## src/hdl/lre_pkg.sv

```systemverilog
// ----------------------------------------------------------------------------
// lre_pkg
// Shared types and constants of the level ramp engine: command modes, event
// codes and the request bundle of the shared divider.
// ----------------------------------------------------------------------------
package lre_pkg;

  typedef enum logic [2:0] {
    MODE_MOVE_TO_LEVEL = 3'd0,
    MODE_MOVE          = 3'd1,
    MODE_STEP          = 3'd2,
    MODE_STOP          = 3'd3,
    MODE_TICK          = 3'd4
  } mode_e;

  localparam logic [1:0] EV_NONE    = 2'd0;
  localparam logic [1:0] EV_REFRESH = 2'd1;
  localparam logic [1:0] EV_MAX     = 2'd2;
  localparam logic [1:0] EV_MIN     = 2'd3;

  localparam logic [7:0]  LEVEL_MAX   = 8'hff;
  localparam logic [7:0]  LEVEL_MIN   = 8'h00;
  localparam logic [15:0] MOVE_TICKS  = 16'hffff;
  localparam logic [15:0] RATE_DIVISOR = 16'd10;

  localparam int unsigned DIV_W = 16;

  typedef struct packed {
    logic             start;
    logic [DIV_W-1:0] dividend;
    logic [DIV_W-1:0] divisor;
  } div_req_t;

endpackage

```

## src/hdl/lre_in_if.sv

```systemverilog
// ----------------------------------------------------------------------------
// lre_in_if
// Command channel of the level ramp engine: valid, ready and the command beat.
// ----------------------------------------------------------------------------
interface lre_in_if;

  logic        valid;
  logic        ready;
  logic [2:0]  mode;
  logic [7:0]  target_level;
  logic [15:0] transition_ticks;
  logic        direction;
  logic [15:0] move_rate;
  logic [7:0]  step_amount;
  logic        couple_on_off;

  modport source (
    output valid, mode, target_level, transition_ticks, direction, move_rate,
           step_amount, couple_on_off,
    input  ready
  );

  modport sink (
    input  valid, mode, target_level, transition_ticks, direction, move_rate,
           step_amount, couple_on_off,
    output ready
  );

endinterface

```

## src/hdl/lre_out_if.sv

```systemverilog
// ----------------------------------------------------------------------------
// lre_out_if
// Result channel of the level ramp engine: valid, ready and the status beat.
// ----------------------------------------------------------------------------
interface lre_out_if;

  logic       valid;
  logic       ready;
  logic [7:0] level;
  logic [1:0] event_res;
  logic       on_off_linked;
  logic       ramp_active;

  modport source (
    output valid, level, event_res, on_off_linked, ramp_active,
    input  ready
  );

  modport sink (
    input  valid, level, event_res, on_off_linked, ramp_active,
    output ready
  );

endinterface

```

## src/hdl/lre_divider.sv

```systemverilog
// ----------------------------------------------------------------------------
// lre_divider
// Restoring radix-2 divider, one quotient bit per cycle. A start request
// loads the operands; done pulses once the quotient is complete.
// ----------------------------------------------------------------------------
module lre_divider
  import lre_pkg::*;
(
  input  logic             clk_i,
  input  logic             rst_ni,
  input  div_req_t         req_i,
  output logic             done_o,
  output logic [DIV_W-1:0] quot_o
);

  localparam int unsigned CNT_W = $clog2(DIV_W);

  logic             busy_q;
  logic             done_q;
  logic [CNT_W-1:0] cnt_q;
  logic [DIV_W-1:0] rem_q;
  logic [DIV_W-1:0] quo_q;
  logic [DIV_W-1:0] dvs_q;
  logic [DIV_W+1:0] diff;
  logic             take;

  assign diff = {1'b0, rem_q, quo_q[DIV_W-1]} - {2'b00, dvs_q};
  assign take = ~diff[DIV_W+1];

  always_ff @(posedge clk_i or negedge rst_ni) begin
    if (!rst_ni) begin
      busy_q <= 1'b0;
      done_q <= 1'b0;
      cnt_q  <= '0;
    end else begin
      done_q <= 1'b0;
      if (req_i.start) begin
        busy_q <= 1'b1;
        cnt_q  <= '0;
      end else if (busy_q) begin
        cnt_q <= cnt_q + 1'b1;
        if (cnt_q == CNT_W'(DIV_W - 1)) begin
          busy_q <= 1'b0;
          done_q <= 1'b1;
        end
      end
    end
  end

  always_ff @(posedge clk_i) begin
    if (req_i.start) begin
      rem_q <= '0;
      quo_q <= req_i.dividend;
      dvs_q <= req_i.divisor;
    end else if (busy_q) begin
      rem_q <= take ? diff[DIV_W-1:0] : {rem_q[DIV_W-2:0], quo_q[DIV_W-1]};
      quo_q <= {quo_q[DIV_W-2:0], take};
    end
  end

  assign done_o = done_q;
  assign quot_o = quo_q;

endmodule

```

## src/hdl/level_ramp_engine.sv

```systemverilog
// ----------------------------------------------------------------------------
// level_ramp_engine
// Dimmer ramp generator holding one active ramp. Every command beat on in_i
// yields exactly one status beat on out_o.
//
// Commands: move to level, move, step, stop and tick. Move to level and move
// run the shared serial divider before their result is formed; step, stop
// and tick go from acceptance straight to the result stage.
// The block holds one beat at a time: in_i.ready is high only while the
// sequencer is idle, so a new command beat is taken only once the last one
// has passed its result to the output register.
// The result sits in an output register; the next command beat is accepted
// while it waits, and that beat's result is held back until out_o.ready takes
// the pending one. Nothing is lost under back-pressure.
// Reset clears the level, the ramp state and the result valid.
// ----------------------------------------------------------------------------
module level_ramp_engine
  import lre_pkg::*;
(
  input  logic    clk_i,
  input  logic    rst_ni,
  lre_in_if.sink  in_i,
  lre_out_if.source out_o
);

  typedef enum logic [1:0] {
    S_IDLE,
    S_DIV,
    S_FINISH
  } state_e;

  state_e state_q;

  mode_e       mode_q;
  logic [15:0] ticks_q;
  logic [7:0]  step_q;
  logic        dir_q;
  logic        link_in_q;

  logic [7:0]  lvl_q, lvl_d;
  logic [15:0] remt_q, remt_d;
  logic [7:0]  whole_q, whole_d;
  logic [7:0]  frac_q, frac_d;
  logic [7:0]  acc_q, acc_d;
  logic        down_q, down_d;
  logic        link_q, link_d;
  logic        run_q, run_d;
  logic [1:0]  ev;

  logic        out_valid_q;
  logic [7:0]  out_level_q;
  logic [1:0]  out_ev_q;
  logic        out_link_q;
  logic        out_active_q;

  logic        accept;
  logic        commit;
  logic        in_down;
  logic [7:0]  in_intv;
  logic [15:0] in_ticks;
  mode_e       in_mode;
  div_req_t    div_req;
  logic        div_done;
  logic [15:0] div_quot;
  logic [8:0]  acc_sum;
  logic [7:0]  lv_c;

  assign in_mode  = mode_e'(in_i.mode);
  assign in_i.ready = (state_q == S_IDLE);
  assign accept   = in_i.valid && in_i.ready;
  assign commit   = (state_q == S_FINISH) && (!out_valid_q || out_o.ready);

  assign in_down  = !(in_i.target_level > lvl_q);
  assign in_intv  = in_down ? (lvl_q - in_i.target_level) : (in_i.target_level - lvl_q);
  assign in_ticks = (in_i.transition_ticks == 16'd0) ? 16'd1 : in_i.transition_ticks;

  always_comb begin
    div_req.start    = accept && (in_mode == MODE_MOVE_TO_LEVEL || in_mode == MODE_MOVE);
    div_req.dividend = (in_mode == MODE_MOVE) ? in_i.move_rate : {in_intv, 8'h00};
    div_req.divisor  = (in_mode == MODE_MOVE) ? RATE_DIVISOR : in_ticks;
  end

  lre_divider u_divider (
    .clk_i  (clk_i),
    .rst_ni (rst_ni),
    .req_i  (div_req),
    .done_o (div_done),
    .quot_o (div_quot)
  );

  assign acc_sum = {1'b0, acc_q} + {1'b0, frac_q};
  assign lv_c    = !acc_sum[8] ? lvl_q : (down_q ? lvl_q - 8'd1 : lvl_q + 8'd1);

  always_comb begin
    lvl_d   = lvl_q;
    remt_d  = remt_q;
    whole_d = whole_q;
    frac_d  = frac_q;
    acc_d   = acc_q;
    down_d  = down_q;
    link_d  = link_q;
    run_d   = run_q;
    ev      = EV_NONE;
    case (mode_q)
      MODE_MOVE_TO_LEVEL: begin
        remt_d  = ticks_q;
        whole_d = div_quot[15:8];
        frac_d  = div_quot[7:0];
        acc_d   = '0;
        down_d  = dir_q;
        link_d  = link_in_q;
        run_d   = 1'b1;
      end
      MODE_MOVE: begin
        remt_d  = MOVE_TICKS;
        if (div_quot == 16'd0) begin
          whole_d = 8'd1;
        end else if (|div_quot[15:8]) begin
          whole_d = LEVEL_MAX;
        end else begin
          whole_d = div_quot[7:0];
        end
        frac_d  = '0;
        acc_d   = '0;
        down_d  = dir_q;
        link_d  = link_in_q;
        run_d   = 1'b1;
      end
      MODE_STEP: begin
        remt_d  = ticks_q;
        whole_d = step_q;
        frac_d  = '0;
        acc_d   = '0;
        down_d  = dir_q;
        link_d  = link_in_q;
        run_d   = 1'b1;
      end
      MODE_STOP: begin
        run_d = 1'b0;
        acc_d = '0;
      end
      MODE_TICK: begin
        if (run_q) begin
          if (remt_q == 16'd0) begin
            run_d = 1'b0;
            ev    = EV_REFRESH;
          end else if (lvl_q == LEVEL_MAX && !down_q) begin
            run_d = 1'b0;
            ev    = EV_MAX;
          end else if (lvl_q == LEVEL_MIN && down_q) begin
            run_d = 1'b0;
            ev    = EV_MIN;
          end else begin
            acc_d = acc_sum[7:0];
            if (down_q) begin
              lvl_d = (lv_c < whole_q) ? LEVEL_MIN : lv_c - whole_q;
            end else begin
              lvl_d = ((LEVEL_MAX - lv_c) < whole_q) ? LEVEL_MAX : lv_c + whole_q;
            end
            remt_d = remt_q - 16'd1;
            ev     = EV_REFRESH;
          end
        end
      end
      default: begin
      end
    endcase
  end

  always_ff @(posedge clk_i or negedge rst_ni) begin
    if (!rst_ni) begin
      state_q      <= S_IDLE;
      lvl_q        <= '0;
      remt_q       <= '0;
      whole_q      <= '0;
      frac_q       <= '0;
      acc_q        <= '0;
      down_q       <= 1'b0;
      link_q       <= 1'b0;
      run_q        <= 1'b0;
      out_valid_q  <= 1'b0;
    end else begin
      if (commit) begin
        out_valid_q <= 1'b1;
      end else if (out_valid_q && out_o.ready) begin
        out_valid_q <= 1'b0;
      end
      unique case (state_q)
        S_IDLE: begin
          if (accept) begin
            state_q <= div_req.start ? S_DIV : S_FINISH;
          end
        end
        S_DIV: begin
          if (div_done) begin
            state_q <= S_FINISH;
          end
        end
        S_FINISH: begin
          if (commit) begin
            state_q      <= S_IDLE;
            lvl_q        <= lvl_d;
            remt_q       <= remt_d;
            whole_q      <= whole_d;
            frac_q       <= frac_d;
            acc_q        <= acc_d;
            down_q       <= down_d;
            link_q       <= link_d;
            run_q        <= run_d;
          end
        end
        default: state_q <= S_IDLE;
      endcase
    end
  end

  always_ff @(posedge clk_i) begin
    if (accept) begin
      mode_q    <= in_mode;
      ticks_q   <= in_ticks;
      step_q    <= in_i.step_amount;
      dir_q     <= (in_mode == MODE_MOVE_TO_LEVEL) ? in_down : in_i.direction;
      link_in_q <= in_i.couple_on_off;
    end
    if (commit) begin
      out_level_q  <= lvl_d;
      out_ev_q     <= ev;
      out_link_q   <= (run_d || ev != EV_NONE) ? link_d : 1'b0;
      out_active_q <= run_d;
    end
  end

  assign out_o.valid         = out_valid_q;
  assign out_o.level         = out_level_q;
  assign out_o.event_res     = out_ev_q;
  assign out_o.on_off_linked = out_link_q;
  assign out_o.ramp_active   = out_active_q;

endmodule

```

## src/flat_wrapper.sv

```systemverilog
// flat-port wrapper written by rule: the top's interface ports become plain ports
module level_ramp_engine_flat import lre_pkg::*;
  (clk_i, rst_ni, in_i_valid, in_i_mode, in_i_target_level, in_i_transition_ticks, in_i_direction, in_i_move_rate, in_i_step_amount, in_i_couple_on_off, in_i_ready, out_o_valid, out_o_level, out_o_event_res, out_o_on_off_linked, out_o_ramp_active, out_o_ready);
  lre_in_if in_i_i ();
  lre_out_if out_o_i ();
  input  logic clk_i;
  input  logic rst_ni;
  input wire logic [$bits(in_i_i.valid)-1:0] in_i_valid;
  input wire logic [$bits(in_i_i.mode)-1:0] in_i_mode;
  input wire logic [$bits(in_i_i.target_level)-1:0] in_i_target_level;
  input wire logic [$bits(in_i_i.transition_ticks)-1:0] in_i_transition_ticks;
  input wire logic [$bits(in_i_i.direction)-1:0] in_i_direction;
  input wire logic [$bits(in_i_i.move_rate)-1:0] in_i_move_rate;
  input wire logic [$bits(in_i_i.step_amount)-1:0] in_i_step_amount;
  input wire logic [$bits(in_i_i.couple_on_off)-1:0] in_i_couple_on_off;
  output wire logic [$bits(in_i_i.ready)-1:0] in_i_ready;
  output wire logic [$bits(out_o_i.valid)-1:0] out_o_valid;
  output wire logic [$bits(out_o_i.level)-1:0] out_o_level;
  output wire logic [$bits(out_o_i.event_res)-1:0] out_o_event_res;
  output wire logic [$bits(out_o_i.on_off_linked)-1:0] out_o_on_off_linked;
  output wire logic [$bits(out_o_i.ramp_active)-1:0] out_o_ramp_active;
  input wire logic [$bits(out_o_i.ready)-1:0] out_o_ready;
  assign in_i_i.valid = in_i_valid;
  assign in_i_i.mode = in_i_mode;
  assign in_i_i.target_level = in_i_target_level;
  assign in_i_i.transition_ticks = in_i_transition_ticks;
  assign in_i_i.direction = in_i_direction;
  assign in_i_i.move_rate = in_i_move_rate;
  assign in_i_i.step_amount = in_i_step_amount;
  assign in_i_i.couple_on_off = in_i_couple_on_off;
  assign in_i_ready = in_i_i.ready;
  assign out_o_valid = out_o_i.valid;
  assign out_o_level = out_o_i.level;
  assign out_o_event_res = out_o_i.event_res;
  assign out_o_on_off_linked = out_o_i.on_off_linked;
  assign out_o_ramp_active = out_o_i.ramp_active;
  assign out_o_i.ready = out_o_ready;
  level_ramp_engine u_core (.clk_i(clk_i), .rst_ni(rst_ni), .in_i(in_i_i), .out_o(out_o_i));
endmodule
```

## config.mk

```make
export PLATFORM = sky130hd
export DESIGN_NAME = level_ramp_engine_flat
export DESIGN_NICKNAME = d
export VERILOG_FILES = /design/src/hdl/lre_pkg.sv /design/src/hdl/lre_in_if.sv /design/src/hdl/lre_out_if.sv /design/src/hdl/lre_divider.sv /design/src/hdl/level_ramp_engine.sv /design/src/flat_wrapper.sv
export SDC_FILE = /design/constraint.sdc
export NUM_CORES = 1
export LEC_CHECK = 0
export ABC_CLOCK_PERIOD_IN_PS = 13530
export BUFFER_PORTS_ARGS = -buffer_cell sky130_fd_sc_hd__buf_2
export CAP_MARGIN = 20
export CORE_MARGIN = 2
export CORE_UTILIZATION = 50
export DETAILED_ROUTE_END_ITERATION = 12
export GPL_TIMING_DRIVEN = 0
export PLACE_DENSITY = 0.73
export SLEW_MARGIN = 20
export SYNTH_ARGS = -nofsm -noshare
export SYNTH_HDL_FRONTEND = slang
export SYNTH_SLANG_ARGS = --single-unit
export TNS_END_PERCENT = 50
```

## constraint.sdc

```tcl
create_clock -name clk_i -period 13.53 [get_ports clk_i]
set_clock_uncertainty 0.15 [all_clocks]
set_input_delay 2.706 -clock clk_i [delete_from_list [all_inputs] [get_ports clk_i]]
set_output_delay 2.706 -clock clk_i [all_outputs]
set_load 0.1 [all_outputs]
```

# Word level (Yosys, flattened, before mapping)
# Cells that the tools add are included.
dict set report op_classes {
  bitwise 1
  n_mux 57
  n_addsub 11
  n_reduce_logical 38
  n_eq_ne 16
  order_cmp 3
}
# operator n
set op_table {}
lappend op_table {{16-bit 2-to-1 mux} 9}
lappend op_table {{8-bit 2-to-1 mux} 17}
lappend op_table {{16-bit zero test} 3}
lappend op_table {{16-bit one-hot mux with 3 select lines} 1}
lappend op_table {{8-bit one-hot mux with 2 select lines} 2}
lappend op_table {{8-bit one-hot mux with 3 select lines} 1}
lappend op_table {{8-bit subtractor} 3}
lappend op_table {{2-bit 2-to-1 mux} 9}
lappend op_table {{17-bit by 16-bit subtractor with 18-bit output} 1}
lappend op_table {{8-bit < comparator} 2}
lappend op_table {{16-bit by 1-bit subtractor with 16-bit output, second input constant} 1}
lappend op_table {{1-bit 2-to-1 mux} 14}
lappend op_table {{7-bit AND reduction} 2}
lappend op_table {{3-bit AND reduction} 4}
lappend op_table {{2-bit inequality test, second input constant} 5}
lappend op_table {{2-bit nonzero test} 5}
lappend op_table {{8-bit by 8-bit adder with 9-bit output} 1}
lappend op_table {{8-bit by 1-bit adder with 8-bit output, second input constant} 1}
lappend op_table {{8-bit adder} 1}
lappend op_table {{8-bit == test, second input constant} 1}
lappend op_table {{8-bit greater-than comparator} 1}
lappend op_table {{8-bit zero test} 1}
lappend op_table {{4-bit 2-to-1 mux} 2}
lappend op_table {{8-bit OR reduction} 1}
lappend op_table {{other kinds (23)} 38}
dict set report word_totals {
  out_inout_bits 14
  in_bits 57
  wordCells 151
  regBits 149
}

# Logic depth before layout (Yosys ltp)
# Gate-level depths: netlist of the first run.
dict set report depth {
  ltp_word 12
  mapped_depth 22
  mapped_depth_nobuf 22
}

# Hierarchy
# From an unflattened synthesis of the first run, not the netlist that was laid out.
dict set report hier_totals {
  cells_unflattened 1019
  hier_area_um2 9884.5
}
# mod seq_area_each_um2 n_inst cells_per_inst area_per_inst_um2
set by_module_without_submodules {}
lappend by_module_without_submodules {level_ramp_engine 2582.5 1 746 6816.5}
lappend by_module_without_submodules {lre_divider 1431.4 1 273 3067.9}

# Least setup slack after synthesis of the first run
# Ideal clock, no wire load.
dict set report synth_timing {
  kind {input-to-reg}
  start {input in_i_target_level[4]}
  end {register u_core.u_divider.quo_q[15], in the netlist u_core.u_divider.quot_o[15], data pin}
  slack_ps 8345
  t_arrival_ps 4774
  required_time_ps 13119
  setup_time_ps 261
  cell_stages 11
  n_path_buf 1
  path_cell_list {inv_1 -> ha_1 -> nand3_1 -> or3_1 -> o21ai_0 -> a21o_1 -> buf_2 -> mux2_2 -> a2bb2oi_1 -> mux2i_1 -> nand3_1}
}
dict set report synth_between {
  elab_chain_len 4
  word_cells_on_any_way 6
  cone_classes {add/sub (2); order compare (1); mux (3)}
}
# element line_no
set synth_rtl {}
lappend synth_rtl {{from (decl)} flat_wrapper.sv:10} ;# input wire logic [$bits(in_i_i.target_level)-1:0] in_i_target_level;
lappend synth_rtl {{8-bit subtractor / 8-bit greater-than comparator (equally long branches)} {level_ramp_engine.sv:74, level_ramp_engine.sv:73}}
lappend synth_rtl {{8-bit 2-to-1 mux (*)} level_ramp_engine.sv:74} ;# assign in_intv = in_down ? (lvl_q - in_i.target_level) : (in_i.target_level - lvl_q);
lappend synth_rtl {{16-bit 2-to-1 mux (*)} level_ramp_engine.sv:79} ;# div_req.dividend = (in_mode == MODE_MOVE) ? in_i.move_rate : {in_intv, 8'h00};
lappend synth_rtl {{16-bit 2-to-1 mux (*)} lre_divider.sv:51} ;# if (req_i.start) begin
lappend synth_rtl {{to (signal assigned)} lre_divider.sv:53} ;# quo_q <= req_i.dividend;
lappend synth_rtl {{to (signal assigned)} lre_divider.sv:57} ;# quo_q <= {quo_q[DIV_W-2:0], take};
lappend synth_rtl {{to (decl)} lre_divider.sv:22} ;# logic [DIV_W-1:0] quo_q;
# Every way passes the cells marked *; elsewhere a longest branch is shown, timed or not.
# A chain may end at the register's enable or synchronous reset.

# Worst setup path in the final report of the first run
dict set report layout_timing {
  start {register u_core.frac_q[0]}
  end {register u_core.out_level_q[1], in the netlist u_core.out_o.level[1], data pin}
}
dict set report layout_between {
  elab_chain_len 11
  word_cells_on_any_way 15
  cone_classes {add/sub (4); order compare (2); mux (9)}
}
# element line_no
set layout_rtl {}
lappend layout_rtl {{from (decl)} level_ramp_engine.sv:43} ;# logic [7:0] frac_q, frac_d;
lappend layout_rtl {{from (signal assigned)} level_ramp_engine.sv:205} ;# frac_q <= frac_d;
lappend layout_rtl {{8-bit by 8-bit adder with 9-bit output (*)} level_ramp_engine.sv:91} ;# assign acc_sum = {1'b0, acc_q} + {1'b0, frac_q};
lappend layout_rtl {{8-bit 2-to-1 mux (*)} level_ramp_engine.sv:92} ;# assign lv_c = !acc_sum[8] ? lvl_q : (down_q ? lvl_q - 8'd1 : lvl_q + 8'd1);
lappend layout_rtl {{8-bit subtractor} level_ramp_engine.sv:158} ;# lvl_d = ((LEVEL_MAX - lv_c) < whole_q) ? LEVEL_MAX : lv_c + whole_q;
lappend layout_rtl {{8-bit < comparator} level_ramp_engine.sv:158}
lappend layout_rtl {{8-bit 2-to-1 mux} level_ramp_engine.sv:158}
lappend layout_rtl {{8-bit 2-to-1 mux (*)} level_ramp_engine.sv:155} ;# if (down_q) begin
lappend layout_rtl {{8-bit 2-to-1 mux (*)} level_ramp_engine.sv:150} ;# end else if (lvl_q == LEVEL_MIN && down_q) begin
lappend layout_rtl {{8-bit 2-to-1 mux (*)} level_ramp_engine.sv:147} ;# end else if (lvl_q == LEVEL_MAX && !down_q) begin
lappend layout_rtl {{8-bit 2-to-1 mux (*)} level_ramp_engine.sv:144} ;# if (remt_q == 16'd0) begin
lappend layout_rtl {{8-bit 2-to-1 mux (*)} level_ramp_engine.sv:143} ;# if (run_q) begin
lappend layout_rtl {{8-bit 2-to-1 mux (*)} level_ramp_engine.sv:104} ;# case (mode_q)
lappend layout_rtl {{named net u_core.lvl_d[1]} level_ramp_engine.sv:40} ;# logic [7:0] lvl_q, lvl_d;
lappend layout_rtl {{to (signal assigned)} level_ramp_engine.sv:226} ;# out_level_q <= lvl_d;
lappend layout_rtl {{to (decl)} level_ramp_engine.sv:51} ;# logic [7:0] out_level_q;
# The timed path passes the listed nets; every way through them passes the cells marked *.

==> results of run 1 <==
[logic make-up after synthesis]
kind of cell    count (synthesis)
xor+xnor                       44
flops                         149
mux                            26
simple gates                  265
compound gates                313
fa+ha+maj                      76
buf+inv                       129
[sequential cells by signal, indices dropped and copies added (netlist names), 2 cells and up]
signal / count
u_core.acc_q: 8
u_core.frac_q: 8
u_core.lvl_q: 8
u_core.mode_q: 3
u_core.out_o.event_res: 2
u_core.out_o.level: 8
u_core.remt_q: 16
u_core.state_q: 2
u_core.step_q: 8
u_core.ticks_q: 16
u_core.u_divider.cnt_q: 4
u_core.u_divider.dvs_q: 16
u_core.u_divider.quot_o: 16
u_core.u_divider.rem_q: 16
u_core.whole_q: 8
[power breakdown]
group          switching [W]  leakage, nW  total [W]  internal, W
clock network       0.000196        0.261   0.000443     0.000247
registers           0.000156         1.57   0.000835     0.000679
logic               0.000867         2.89    0.00144     0.000571
total                0.00122         4.72    0.00272      0.00150
[area by class of cell]
cell class                 instances  share of cell area, %
sequential                       149                  37.39
inverter                          78                  2.727
antenna                            1                0.02331
clock buffer                      22                  4.335
timing repair buffer              71                  3.543
buffer                            51                  2.028
multi-input combinational        724                  46.53
tap                              234                  2.727
clock inverter                    10                 0.6992
[critical path: cells and delay by family (launching register included)]
family | cells | cell delay [ns]
buffers and inverters | 2 | 0.44
adder cells (fa/ha/maj) | 3 | 0.79
flip-flops | 1 | 0.42
AO/OA/AOI/OAI | 10 | 2.56
AND/OR/NAND/NOR | 5 | 0.62
[worst max-delay path by stage]
stage,end,cells past startpoint
after detailed placement,u_core.u_divider.quot_o[15],12
after global routing,u_core.out_o.level[1],20
after floorplan,u_core.u_divider.quot_o[15],11
final,u_core.out_o.level[1],20
after global placement,u_core.u_divider.quot_o[0],7
after CTS,u_core.u_divider.quot_o[15],12
[placed cells by master, fill, tap and decap left out, types with 23 or more instances in the layout]
cell type	count
nor2_1	89
o21ai_0	88
a21oi_1	85
inv_1	77
buf_2	74
edfxtp_1	73
ha_1	69
dfrtp_1	60
nand2_1	51
clkbuf_1	45
xnor2_1	30
a22o_1	28
nor3_1	23
a21o_1	23
[per-layer routing]
metal  track usage [%]  vias up  part of all wire (%)
li1                  -     3769                     -
met1             31.07     3709                    44
met2             39.60      183                    48
met3             3.970       50                   3.8
met4             9.947        2                   3.5
met5                 0        -                 0.047
[cells in the mapped netlist, drive strengths merged, types with 6 or more instances]
| cell | instances |
|---|---|
| o21ai | 90 |
| nand2 | 52 |
| inv | 78 |
| a21o | 23 |
| a21oi | 85 |
| nor4 | 11 |
| nand3 | 6 |
| nor3b | 7 |
| a31oi | 13 |
| nor3 | 25 |
| o21bai | 10 |
| clkbuf | 42 |
| dfrtp | 60 |
| and2 | 20 |
| edfxtp | 73 |
| buf | 9 |
| a22oi | 9 |
| o22ai | 8 |
| dfxtp | 16 |
| mux2i | 10 |
| nand2b | 20 |
| a22o | 28 |
| fa | 7 |
| xnor2 | 30 |
| mux2 | 16 |
| o21a | 7 |
| ha | 69 |
| nor2 | 89 |
| xor2 | 14 |
| nor2b | 17 |
[per-stage QoR]
stage          instances  total power, W  hold WS [ns]  util [%]
5_1_grt             1340        0.002914        0.3416     57.40
4_1_cts             1339        0.002711        0.3108     57.38
6_report            1340        0.002715        0.3174     57.40
3_5_place_dp        1307        0.002260        0.3174     54.50
3_3_place_gp        1306        0.002231        0.2986     54.29
2_1_floorplan       1002        0.001921        0.2849         -
==> reports/metrics.cfg, run 1 <==
[sta]
period_share_pct=38.76
rsz0062_at_grt=false
fin_crit_ns=5.245
relSlewSlack_pct=33.53
timing.final.ws_setup_ns=8.285
setup_viol=0
timing.fmax_mhz=190.7
tightest_slew_ns=0.9894
finalMaxSlewViolations=0
fin_setup_tns_ns=0
hold_violations=0

[clock_network]
insertion_delay_ns=0.43
clock-root-buffer=clkbuf_16
cts.reportedPaths.clkPinSlew_ns=0.06
ctsHoldBuffers=0
cts_made_buffers=17
cts_tree=yes
cts.sinks=149
htreeDepth=4
post_cts_buffers=0
cts_resized=0
cts_buffer_depth=2

[worst_setup_path]
crit-reg2reg-launch=u_core.frac_q[0]
worst_path_max_delay_cell=a31oi_1
start_kind=register
critical_path.max_fanout=10
slowest_delay_ns=0.69
r2r_slack_ns=8.29
critPathLaunch=u_core.frac_q[0]
critPathMostFrequentCell=a21oi_1
r2r-end=u_core.out_o.level[1]
critPathKind=reg -> reg
worstPathArrival_ns=5.25
required_ns=13.54
critPathCaptureType=register
crit_chain=ha_1 > inv_1 > fa_1 > nor2b_1 > o21ai_0 > a21oi_1 > o21ai_0 > nand2b_1 > a31oi_1 > clkbuf_1 > a21oi_1 > ha_1 > a21oi_1 > nor2_1 > nor2_1 > o21ai_0 > a31o_2 > and2_1 > a221oi_1 > a21oi_1
reg2reg_depth=20

[placed_design]
post-dp-hpwl_mm=17.60
place_ws_ns=7.912
placed_cell_area_mm2=0.01019
portBuffers=70
gp_congestion=0.8862

[global_routing]
grt_pass1_vias=7514
antenna_found_initial=2
grtUsageTotal_pct=23.83
grt_overflow=0
grt_max_degree=51
grt_pass1_wl_mm=37.63

[finish]
stdcell_area_mm2=0.01074
regArea_mm2=0.004014
nets=1225
areaGrowthSynthToFinish_pct=12.86
multi_input_area_mm2=0.004996
drive_gt1_share_pct=12.49
nFillCells=1642

[drt]
drtIter0Drc=536
vias=7713
drc=0
vias_per_cell=5.756
drt-wirelength-per-cell_um=17.39
wirelength_mm=23.30
ant_nets=0
dr.pass1.iters=5

[min_path]
worstHoldEndpoint=u_core.state_q[0]
worstHoldPathCells=1
hp-start=u_core.u_divider.done_o
hold_path_class=reg -> reg

[yosys]
syn_avg_cell_area_um2=9.494
muxShareOfSynthArea_pct=3.065
ys_seq_area_share_pct=42.19
synth-async-reset-ratio_pct=40.27
synth_fa_ha_area_share_pct=10.55
syn_area_mm2=0.009513
synth_xor_xnor_area_share_pct=4.051
yosysWarningCount=0
synth_top_family_by_area=compound AO/OA/AOI/OAI gates
netlist_instances=1002
yosys.area.top_type_share_pct=23.04
synth_cell_types=71
yosys.area.top_type=edfxtp_1
synth_edf_count=73
synth_flop_cell=edfxtp_1
synth-simple-area-share_pct=13.98
synth_compound_area_share_pct=20.81
synth_seq_cells=149
syn_nets=1135
synthTopCellsByArea=edfxtp_1 23%, dfrtp_1 16%, ha_1 9.1%

[floorplanning]
row_count=50
io_pins=71
die-area_mm2=0.02015
start_util_pct=50.86
die_w_um=141.9
core_mm2=0.01871
dieHeight_um=141.9

[pwr]
p_leak_nw=4.722
p_per_area_mw_per_mm2=252.9
ir_worst_vdd_uv=102.8

[flow_run]
drv_cap=0

[run_status]
status=complete, no violations

(Power assumes the default switching activity.)
==> run 2, diff against run 1 <==
--- a/config.mk
+++ b/config.mk
@@ -5,14 +5,14 @@
 export SDC_FILE = /design/constraint.sdc
 export NUM_CORES = 1
 export LEC_CHECK = 0
-export ABC_CLOCK_PERIOD_IN_PS = 13530
+export ABC_CLOCK_PERIOD_IN_PS = 4360
 export BUFFER_PORTS_ARGS = -buffer_cell sky130_fd_sc_hd__buf_2
 export CAP_MARGIN = 20
 export CORE_MARGIN = 2
 export CORE_UTILIZATION = 50
 export DETAILED_ROUTE_END_ITERATION = 12
 export GPL_TIMING_DRIVEN = 0
-export PLACE_DENSITY = 0.73
+export PLACE_DENSITY = 0.76
 export SLEW_MARGIN = 20
 export SYNTH_ARGS = -nofsm -noshare
 export SYNTH_HDL_FRONTEND = slang
==> constraint.sdc (replaced) <==
create_clock -name clk_i -period 4.36 [get_ports clk_i]
set_clock_uncertainty 0.15 [all_clocks]
set_input_delay 0.872 -clock clk_i [delete_from_list [all_inputs] [get_ports clk_i]]
set_output_delay 0.872 -clock clk_i [all_outputs]
set_load 0.1 [all_outputs]
==> reports/metrics.cfg, run 2 (same netlist as run 1, synthesis figures left out) <==
[floorplanning]
row_count=50  ; unchanged
die-area_mm2=0.02015  ; unchanged
dieHeight_um=141.9  ; unchanged
die_w_um=141.9  ; unchanged
io_pins=71  ; unchanged
core_mm2=0.01871  ; unchanged
start_util_pct=50.86  ; unchanged

[drt]
wl_met1_mm=10.23  ; -0.96%
ant_nets=0  ; unchanged
top_layer=met5
vias=7991  ; +3.6%
drt-wirelength-per-cell_um=17.94  ; +3.2%
dr.pass1.iters=4  ; -1
drtIter0Drc=637  ; +19%
drc=0  ; unchanged
vias_per_cell=5.859  ; +1.8%
dr_wl_met3_mm=1.209  ; +36%
wirelength_mm=24.47  ; +5.0%
dr_wl_met2_mm=12.28  ; +9.1%

[clock_network]
cts_made_buffers=17  ; unchanged
cts.sinks=149  ; unchanged
cts_tree=yes
cts.reportedPaths.clkPinSlew_ns=0.07  ; about the same
htreeDepth=4  ; unchanged
clock-root-buffer=clkbuf_16
insertion_delay_ns=0.43  ; about the same
cts_buffer_depth=2  ; unchanged
ctsHoldBuffers=0  ; unchanged

[sta]
finalMaxSlewViolations=0  ; unchanged
rsz0062_at_grt=true
setup_viol=3  ; +3
period_share_pct=101.3  ; +63 points
relSlewSlack_pct=36.01  ; +2.5 points
hold_violations=0  ; unchanged
tightest_slew_ns=0.9525  ; -0.03694 ns
timing.fmax_mhz=226.4  ; +19%
timing.final.ws_setup_ns=-0.05671  ; -8.342 ns
hold_ws_ns=0.1338  ; -0.1836 ns
fin_crit_ns=4.417  ; -0.8281 ns

[worst_setup_path]
critPathCaptureType=register
critical_path.max_fanout=6  ; -4
crit_chain=ha_2 > inv_2 > fa_2 > nor2b_4 > o21ai_2 > a21oi_2 > o21ai_1 > nand2b_1 > a31oi_4 > xnor2_2 > inv_1 > ha_2 > inv_2 > fa_2 > a21oi_2 > nor2_2 > nor2_2 > o21ai_1 > a31o_2 > a31oi_1 > o21ai_1 > mux2_2
critPathMostFrequentCell=o21ai_1
critPathKind=reg -> reg
required_ns=4.40  ; -9.14 ns
slowest_delay_ns=0.39  ; -0.30 ns
worstPathArrival_ns=4.46  ; -0.79 ns
start_kind=register
path_delay_family=compound AO/OA/AOI/OAI gates
crit_buf_inv=3  ; +1
worst_path_max_delay_cell=fa_2

[finish]
nets=1249  ; +2.0%
layout_common_cells=86 x nor2_1, 83 x o21ai_0, 78 x a21oi_1, 76 x inv_1, 74 x buf_2
final_common_cell=nor2_1
drive_gt1_share_pct=17.45  ; +5.0 points
nFillCells=1548  ; -5.7%
areaGrowthSynthToFinish_pct=16.72

[placed_design]
portBuffers=70  ; unchanged
gp_congestion=0.8999  ; +1.5%
post-dp-hpwl_mm=18.00  ; +2.3%

[global_routing]
grt_overflow=0  ; unchanged
grtUsageTotal_pct=24.97  ; +1.1 points
grt_pass1_wl_mm=39.47  ; +4.9%
antenna_found_initial=2  ; unchanged
grt_pass1_vias=7880  ; +4.9%
grt_max_degree=51  ; unchanged

[run_status]
status=finished with violations
violations=negative setup slack

[pwr]
p_leak_nw=4.901  ; +3.8%
ir_worst_vdd_uv=401.7  ; +290%
p_per_area_mw_per_mm2=795.0  ; +210%
p_total_w=0.008827  ; +230%

[min_path]
hold_path_class=in -> async

[flow_run]
drv_cap=0  ; unchanged

## run 2: cell count changes in the layout (fill, tap and decap cells not counted), sizes merged
cell / change
inv: +4
clkinvlp: -2
buf: +26
clkbuf: -6
clkinv: +2
## run 2: repair_timing
item	in CTS	in global routing
cloned	0	0
pin swaps	9	16
setup endpoints to repair	16	15
resized for setup	23	22
buffers inserted	18	7
## run 2: stage by stage
step | utilization [%] | std cells | area [µm²] | setup slack (ns) | TNS (ns)
after CTS | 58.71 | 1357 | 10980 | 0.01217 | 0
final | 59.36 | 1364 | 11100 | -0.05671 | -0.08736
after global routing | 59.36 | 1364 | 11100 | -0.2730 | -2.303
after detailed placement | 54.58 | 1308 | 10210 | -0.6974 | -7.485
after floorplan | - | 1002 | 9513 | 0.07890 | 0
after global placement | 54.29 | 1306 | 10160 | -0.5851 | -5.955
## run 2: final cells by class
class	instances	area, µm²	area share (%)
multi-input cells	724	5154	46.42
flip-flops and latches	149	4014	36.15
repair buffers	96	575.6	5.184
clock buffers	18	439.2	3.955
inverters	78	292.8	2.637
well taps	234	292.8	2.637
plain buffers	50	217.7	1.961
clock inverters	14	115.1	1.037
diodes	1	2.502	0.02254
## run 2: final timing paths
| kind | start | end | slack [ns] | cells past startpoint |
|---|---|---|---|---|
| hold reg to reg | u_core.u_divider.done_o | u_core.state_q[0] | 0.33 | 1 |
| min in group clk_i | u_core.u_divider.done_o | u_core.state_q[0] | 0.33 | 1 |
| setup reg to reg | u_core.acc_q[0] | u_core.out_o.level[2] | -0.06 | 22 |
| max in group asynchronous | rst_ni | u_core.lvl_q[7] | 3.41 | 2 |
| hold / removal | rst_ni | u_core.u_divider.cnt_q[3] | 0.13 | 1 |
| setup / recovery | u_core.acc_q[0] | u_core.out_o.level[2] | -0.06 | 22 |
## run 2: report_power, final
group / total, W / leakage [nW] / switching, W / internal [W]
sequential: 0.00261 / 1.57 / 0.000502 / 0.00210
combinational: 0.00482 / 3.05 / 0.00287 / 0.00195
clock: 0.00140 / 0.281 / 0.000642 / 0.000759
## run 2: routing by layer
layer / track usage [%] / vias to the layer above
met1: 30.87 / 3881
met3: 4.812 / 54
met5: 0 / -
met2: 43.71 / 236
li1: - / 3818
met4: 8.895 / 2
